## config.mk

```make
export PLATFORM = sky130hd
export DESIGN_NAME = mpss_search
export DESIGN_NICKNAME = d
export VERILOG_FILES = /design/src/rtl/mpss_pkg.sv /design/src/rtl/mpss_search.sv
export SDC_FILE = /design/constraint.sdc
export NUM_CORES = 1
export LEC_CHECK = 0
export ABC_CLOCK_PERIOD_IN_PS = 3280
export BUFFER_PORTS_ARGS = -buffer_cell sky130_fd_sc_hd__buf_2
export CORE_MARGIN = 1
export CORE_UTILIZATION = 45
export CTS_CLUSTER_SIZE = 10
export DETAILED_ROUTE_END_ITERATION = 8
export GPL_TIMING_DRIVEN = 0
export PLACE_DENSITY = 0.73
export SYNTH_ARGS = -nofsm -noshare
export SYNTH_HDL_FRONTEND = slang
export SYNTH_SLANG_ARGS = --single-unit
```

## constraint.sdc

```tcl
create_clock -name clk -period 3.28 [get_ports clk]
set_input_delay 0.164 -clock clk [delete_from_list [all_inputs] [get_ports clk]]
set_output_delay 0.164 -clock clk [all_outputs]
set_load 0.005 [all_outputs]
```

## src/rtl/mpss_pkg.sv

```systemverilog
// Shared types and constants for the minimum positive run sum unit.
package mpss_pkg;

  localparam int PREFIX_WIDTH = 25;
  localparam int OUT_WIDTH    = 25;
  localparam int OUT_TDATA_W  = 32;

  typedef logic signed [PREFIX_WIDTH-1:0] prefix_t;
  typedef logic [OUT_WIDTH-1:0] sum_t;

  typedef enum logic [2:0] {
    ST_IDLE   = 3'b001,
    ST_SCAN   = 3'b010,
    ST_FINISH = 3'b100
  } state_t;

  typedef struct packed {
    logic    start;
    prefix_t prefix;
    logic    entry_valid;
    prefix_t entry;
  } search_cmd_t;

endpackage

```

## src/rtl/mpss_search.sv

```systemverilog
// Predecessor search: tracks the largest prior prefix strictly below the current one.
module mpss_search (
  input  logic                 clk,
  input  logic                 rst,
  input  mpss_pkg::search_cmd_t cmd,
  output logic                 have_pred,
  output mpss_pkg::prefix_t    pred
);

  always_ff @(posedge clk) begin
    if (rst) begin
      have_pred <= 1'b0;
      pred      <= '0;
    end else if (cmd.start) begin
      have_pred <= (cmd.prefix > mpss_pkg::prefix_t'(0));
      pred      <= '0;
    end else if (cmd.entry_valid && (cmd.entry < cmd.prefix) &&
                 (!have_pred || (cmd.entry > pred))) begin
      have_pred <= 1'b1;
      pred      <= cmd.entry;
    end
  end

endmodule

```

-- Yosys cells after proc, flatten, opt, wreduce, memory -nomap -nowiden
Index checks and enable logic that the tools add are counted.
- register bits: 26
- input bits: 54
- output and inout port bits: 26
- word-level logic and storage cells: 13
- order comparisons: 3
- mux-type cells: 2
- reductions and logical operators: 6
- operator list (operator ; number):
    25-bit by 1-bit > comparator with 1-bit output, second input constant ; 1
    25-bit > comparator ; 1
    25-bit < comparator ; 1
    1-bit logical AND ; 2
    1-bit two-way mux ; 2
    2-bit nonzero test ; 1
    2-bit OR reduction ; 1
    1-bit zero test ; 1
    1-bit logical OR ; 1

-- Longest topological paths before layout
Gate-level depths: netlist (run 1).
- word-level depth: 5
- gate-level depth with buffers: 10
- gate-level depth less buffers: 9

-- Worst setup path before layout (run 1)
OpenSTA, ideal clock, no wires.
- path kind: input port to flip-flop
- start point: input port cmd[50] in the netlist's numbering
- end point: register pred[0]
- setup time: 0.072 ns
- data arrival time: 2.100 ns
- required time: 3.208 ns
- slack: 1.108 ns
- stages: 10
- cells stage by stage: inv_1 > ha_1 > nand4_1 > nor3_1 > a221oi_2 > o211ai_1 > or3_4 > a2bb2oi_4 > buf_12 > mux2i_1
- longest elaborated chain between the ends: 3
- ends and longest elaborated chain (element ; line ; source):
    start, declared ; mpss_search.sv:5 ; input mpss_pkg::search_cmd_t cmd,
    25-bit < comparator ; mpss_search.sv:17 ; end else if (cmd.entry_valid && (cmd.entry < cmd.prefix) &&
    1-bit logical AND (2 in a row) ; mpss_search.sv:17 ;
    end signal, assigned ; mpss_search.sv:20 ; pred <= cmd.entry;
    end, declared ; mpss_search.sv:7 ; output mpss_pkg::prefix_t pred
Every way passes these cells.
A chain may end at the register's enable or synchronous reset.

-- Final worst setup path (run 1)
- start point: register pred[20]
- end point: register pred[4]
- longest elaborated chain between the ends: 3
- ends and longest elaborated chain (element ; line ; source):
    25-bit > comparator ; mpss_search.sv:18 ; (!have_pred || (cmd.entry > pred))) begin
    1-bit logical OR ; mpss_search.sv:18 ;
    1-bit logical AND ; mpss_search.sv:17 ;
Every way passes these cells.

==> impl_metrics.ini, run 1 <==
[clock_tree]
cts_max_path_buffers = 2
root_buffer = clkbuf_8
post_cts.repair.setup_buffers = 0
cts_buffers = 3
clk_latency_ns = 0.28
cts_hold_buf = 0
cts.clk_slew.worst_paths_ns = 0.10
htreeDepth = 1
ctsResizeCount = 0
cts.sinks = 26
cts_tree = yes

[finish]
diodes = 0
fillCellCount = 506
multiInputGateArea_um2 = 1620
area_delta_synth_final_pct = 22.0
drive_gt1_share_pct = 22.6
seqCellArea_um2 = 520
final_util_pct = 57.0
nNetsFinal = 494
fin_area_um2 = 2910

[timing]
rsz0062_at_grt = false
holdWs_ns = 0.0666
fin_crit_sh_pct = 79.3
finalSetupTns_ns = 0
layout_min_cycle_time_ns = 2.60
hold_violations = 0
slew_viol_final = 0
finalSetupViolCount = 0
fin_skew_ns = 0.00775
worst_pin_slew_ns = 0.492
fmax_mhz = 384
slew-limit-headroom_pct = 66.9

[routing]
via_per_inst = 4.97
drc = 0
drtIter0Drc = 94
ant_nets = 0
drtPass1Iterations = 4
vias = 2280
routed_wl_mm = 5.80
routedWlPerCell_um = 12.6

[setup_path]
critical_path.cell_chain = inv_1 -> ha_1 -> nand4_1 -> nor3_1 -> nand3_1 -> a21oi_1 -> o31a_1 -> a2bb2oi_4 -> buf_12 -> mux2i_1
slowest_delay_ns = 0.46
cp.arrival_ns = 2.81
critPathMaxFanout = 10
startpoint_type = flip-flop
cp.required_ns = 3.49
path_buf_inv = 2
critPathKind = flip-flop to flip-flop
critPathTopFamily = simple AND/OR/NAND/NOR gates
slowest_stage = nor3_1
cp-end-kind = flip-flop

[synth]
syn_avg_cell_area_um2 = 7.77
synth_fp_nets = 410
ys_warn_count = 0
netlist.area_leader.share_pct = 25.7
synth_area_um2 = 2390
synthCells = 307
ys_ff_latch = 26
synth_ff_type = dfxtp_1
netlist_top_cells_area = ha_1, dfxtp_1, mux2i_1
synth_edf_count = 0
async_reset_ff_share_pct = 0
ys_types = 28
yosysSeqAreaShare_pct = 21.8
synth_top_area_cell = ha_1

[die]
io_pins = 80
die-area_um2 = 5600
core_area_um2 = 5110
die_x_um = 74.8
start_util_pct = 46.7
die_h_um = 74.8
rows = 26

[placed_design]
port_buffers = 79
place_area_um2 = 2870
detailed_place_hpwl_mm = 4.91
gp_congestion = 0.800

[min_path]
hp-class = primary input to flip-flop

[outcome]
status = finished, final reports clean

[global_routing]
grt_overflow = 0
antenna_found_initial = 0
grt_max_degree = 14
grt_pass1_wl_mm = 9.06
grt_pass1_vias = 2048
grt.total_usage_pct = 21.1

[power]
ir_drop_uv = 163
power_leakage_nw = 1.41
p_per_area_nw_per_um2 = 277

[run]
maxCapViolCount = 0
-- cells by family after synthesis --
| kind of cell | after synthesis | synth area share [%] |
|---|---|---|
| adders and majority gates | 49 | 25.7 |
| muxes | 25 | 10.5 |
| and+or+nand+nor | 101 | 19.2 |
| DFF | 26 | 21.8 |
| buffers and inverters | 58 | 10.5 |
| AOI/OAI and AO/OA | 48 | 12.3 |
-- area by class of cell --
class | instances | share of cell area [%]
Timing Repair Buffer | 79 | 13.6
Multi-Input combinational cell | 223 | 55.5
Tap cell | 70 | 3.01
Buffer | 7 | 2.02
Sequential cell | 26 | 17.9
Clock buffer | 3 | 1.42
Inverter | 51 | 6.58
-- sequential cells by signal (all words and copies together) (netlist names) --
register / count
have_pred: 1
pred: 25
-- stage by stage --
step	instances	setup WS (ns)	power, mW
floorplan	307	1.11	0.517
global placement	456	0.759	0.609
detailed placement	456	0.707	0.616
CTS	459	0.689	0.812
global route	459	0.494	0.857
finish	459	0.678	0.806
-- power by group --
| group | leakage (nW) | internal (mW) | switching [mW] |
|---|---|---|---|
| logic | 1.18 | 0.129 | 0.145 |
| clock network | 0.0216 | 0.0828 | 0.114 |
| registers | 0.211 | 0.327 | 0.00800 |
| total | 1.41 | 0.538 | 0.267 |
-- worst paths after layout --
kind	slack [ns]	cells past startpoint	to	startpoint
hold reg to reg	0.47	2	pred[3]	pred[3]
setup reg to reg	0.68	10	pred[4]	pred[20]
hold / removal	0.07	2	have_pred	rst
setup / recovery	0.68	10	pred[4]	pred[20]
-- layout by cell type (no fill, tap or decap) --
master / instances
buf_2: 79
nand2_1: 66
inv_1: 51
ha_1: 49
dfxtp_1: 26
mux2i_1: 25
a21oi_1: 24
o21ai_0: 13
nand4_1: 9
nor4_1: 7
nor2_1: 6
clkbuf_1: 5
nor3_1: 4
nand3_1: 3
clkbuf_8: 3
a21o_1: 2
nor2b_1: 2
o211ai_1: 2
buf_12: 2
a41oi_1: 1
o31a_1: 1
nand2b_1: 1
a31oi_1: 1
and4bb_4: 1
a221oi_2: 1
o21ai_1: 1
or3_4: 1
a2bb2oi_4: 1
and2_1: 1
a311oi_1: 1
-- metal layers --
metal | global-route usage [%] | up-vias | part of all wire, %
li1 | - | 1208 | -
met1 | 29.0 | 1004 | 49
met2 | 35.8 | 63 | 46
met3 | 2.01 | 5 | 4.7
met4 | 4.82 | 0 | 0.91
met5 | 0 | - | 0
-- synth_stat cells, types with 2 or more instances --
cell type  number
dfxtp_1        26
nand3_1         3
a21o_1          2
nor3_1          4
nand2_1        66
nand4_1         9
mux2i_1        25
buf_12          2
o21ai_0        13
clkbuf_1        5
ha_1           49
nor2b_1         2
o211ai_1        2
a21oi_1        24
nor2_1          6
nor4_1          7
inv_1          51
No activity file was read; power rests on OpenSTA's default activity.
==> run 2: changes to the inputs <==
- ABC_AREA: not set -> 1
- ABC_CLOCK_PERIOD_IN_PS: 3280 -> 2300
- PLACE_DENSITY: 0.73 -> 0.74
- clock period: 3.28 -> 2.3 ns (I/O delays scaled with it)
==> run 2 against run 1 <==
Compared with the run above: fmax increased by 23%; sequential power up 48%; cell area increased by 11%; sequential share of layout area is 1.7 points lower; routed wire length rose by 13%; hold slack gained 0.050 ns; first-iteration DRC count rose by 23%; sequential cell count did not move; critical path type unchanged.
==> impl_metrics.ini, run 2 <==
[synth]
ys_types = 21
synth_edf_count = 0
syn_avg_cell_area_um2 = 6.38
yosysMostFrequentCell = nand2_1
ys_top_cells_by_count = nand2_1, inv_1, ha_1
synth_area_um2 = 2670
synth_fp_nets = 522
netlist.area_leader.share_pct = 23.0
synthCells = 419
yosysSeqAreaShare_pct = 19.5
synth_ff_type = dfxtp_1
synth_top_area_cell = ha_1
async_reset_ff_share_pct = 0
ys_warn_count = 0
netlist_top_cells_area = ha_1, dfxtp_1, nand2_1
ys_ff_latch = 26

[outcome]
status = finished, final reports clean

[clock_tree]
cts.clk_slew.worst_paths_ns = 0.10
cts_hold_buf = 0
root_buffer = clkbuf_8
cts_buffers = 3
cts_tree = yes
htreeDepth = 1
cts_max_path_buffers = 2
cts.sinks = 26
clk_latency_ns = 0.27

[timing]
rsz0062_at_grt = false
worst_slack_ns = 0.186
hold_violations = 0
finalSetupViolCount = 0
slew-limit-headroom_pct = 63.6
worst_pin_slew_ns = 0.544
fin_crit_sh_pct = 91.9
fin_skew_ns = 0.00385
slew_viol_final = 0
finalSetupTns_ns = 0
layout_min_cycle_time_ns = 2.11
fmax_mhz = 473

[finish]
area_delta_synth_final_pct = 20.5
largest_reg_flops = 25
diodes = 0
largest_register = pred
drive_gt1_share_pct = 22.1
final_cell_mix = nand2_1, inv_1, buf_2
nNetsFinal = 606
final_util_pct = 57.4
fillCellCount = 591
reg_top3 = pred: 25 flops, have_pred: 1 flops
final_common_cell = nand2_1

[routing]
drtIter0Drc = 116
drc = 0
routedWlPerCell_um = 11.4
ant_nets = 0
vias = 2752
routed_wl_mm = 6.52
via_per_inst = 4.79
drtPass1Iterations = 4

[global_routing]
grt_pass1_wl_mm = 10.7
antenna_found_initial = 0
grt.total_usage_pct = 21.6
grt_overflow = 0
grt_max_degree = 15
grt_pass1_vias = 2372

[setup_path]
reg2reg_slack_ns = 0.19
cp-end-kind = flip-flop
reg2regPathDepth = 13
cp.arrival_ns = 2.29
critPathKind = flip-flop to flip-flop
startpoint_type = flip-flop
cp.required_ns = 2.48
slowest_stage = dfxtp_1
slowest_delay_ns = 0.37
r2r-end = pred[0]
crit_path_frequent_cell = nand2_1
critPathMaxFanout = 10
critical_path.cell_chain = inv_1 -> ha_1 -> nand2_1 -> inv_1 -> nand2_1 -> nand2_1 -> a21oi_1 -> nand3_1 -> nand2_1 -> nand3_2 -> buf_2 -> a21oi_1 -> nor2_1
timing.rr.start = pred[20]

[die]
die-area_um2 = 6250
io_pins = 80
start_util_pct = 47.6
die_h_um = 79.0
die_x_um = 79.0
core_area_um2 = 5610
rows = 27

[min_path]
worstHoldStart = cmd[51]
hp-class = primary input to flip-flop
min_path_cells = 3
whs_endpoint = have_pred

[run]
maxCapViolCount = 0

[placed_design]
gp_congestion = 0.833
port_buffers = 79
pre_cts_slack_ns = 0.223
detailed_place_hpwl_mm = 5.38

[power]
power_leakage_nw = 1.81
ir_drop_uv = 225
p_per_area_nw_per_um2 = 420
[run 2: cell count changes after synthesis, sizes merged, moves of 3 or more]
cell and change:
inv +41, nand2 +30, nor4 -5, nand4 -3, buf +10, nor2 +43
a21oi +19, clkbuf -5, mux2i -25, o21ai -12, nand3 +33
[run 2: what timing repair did]
action,in CTS,in global routing
hold endpoints to repair,0,0
endpoints found under the setup margin,0,24
setup buffers,0,0
resized for setup,0,3
[run 2: layout make-up]
cell class | instances | area (µm²) | share of cell area (%)
multi-input combinational | 289 | 1720 | 53.3
sequential | 26 | 520 | 16.2
timing repair buffer | 79 | 395 | 12.3
inverter | 92 | 345 | 10.7
buffer | 12 | 96.3 | 2.99
tap | 72 | 90.1 | 2.80
clock buffer | 4 | 55.1 | 1.71
[run 2: logic make-up (layout without fill, tap and decap cells)]
group / after synthesis / count (layout) / share of synthesized area (%)
flops: 26 / 26 / 19.5
compound gates: 48 / 48 / 9.84
buf+inv: 104 / 187 / 16.4
simple gates: 192 / 192 / 31.3
fa+ha+maj: 49 / 49 / 23.0
[run 2: power by group]
group	total [mW]	switching, mW	internal [mW]
Combinational	0.549	0.318	0.230
Clock	0.306	0.153	0.153
Sequential	0.497	0.0211	0.476
[run 2: worst max-delay path, delay by kind of cell, from the launching register on]
family / cells / cell delay (ns)
buf+inv: 3 / 0.35
flops: 1 / 0.37
fa+ha+maj: 1 / 0.29
simple gates: 7 / 0.60
compound gates: 2 / 0.39
[run 2: worst max path at each step]
stage / end / from / slack (ns) / cells after the start
global placement: pred[14] / pred[8] / 0.26 / 14
global route: pred[17] / pred[16] / 0.003 / 12
floorplan: pred[18] / pred[20] / 0.50 / 13
finish: pred[0] / pred[20] / 0.19 / 13
CTS: pred[17] / pred[16] / 0.18 / 14
detailed placement: pred[16] / pred[16] / 0.22 / 14
[run 2: metal layers]
layer,global-route usage (%),share of wire (%),vias to the layer above
met5,0,0,-
li1,-,-,1480
met1,28.9,46,1178
met2,36.2,46,83
met3,2.53,5.5,11
met4,6.73,1.9,0
[run 2: stage by stage]
stage | power (mW) | instances | hold slack, ns | area (µm²)
floorplan | 0.875 | 419 | 0.282 | 2670
global placement | 1.04 | 570 | 0.402 | 3160
detailed placement | 1.05 | 570 | 0.408 | 3160
CTS | 1.37 | 574 | 0.118 | 3210
global route | 1.47 | 574 | 0.147 | 3220
finish | 1.35 | 574 | 0.117 | 3220
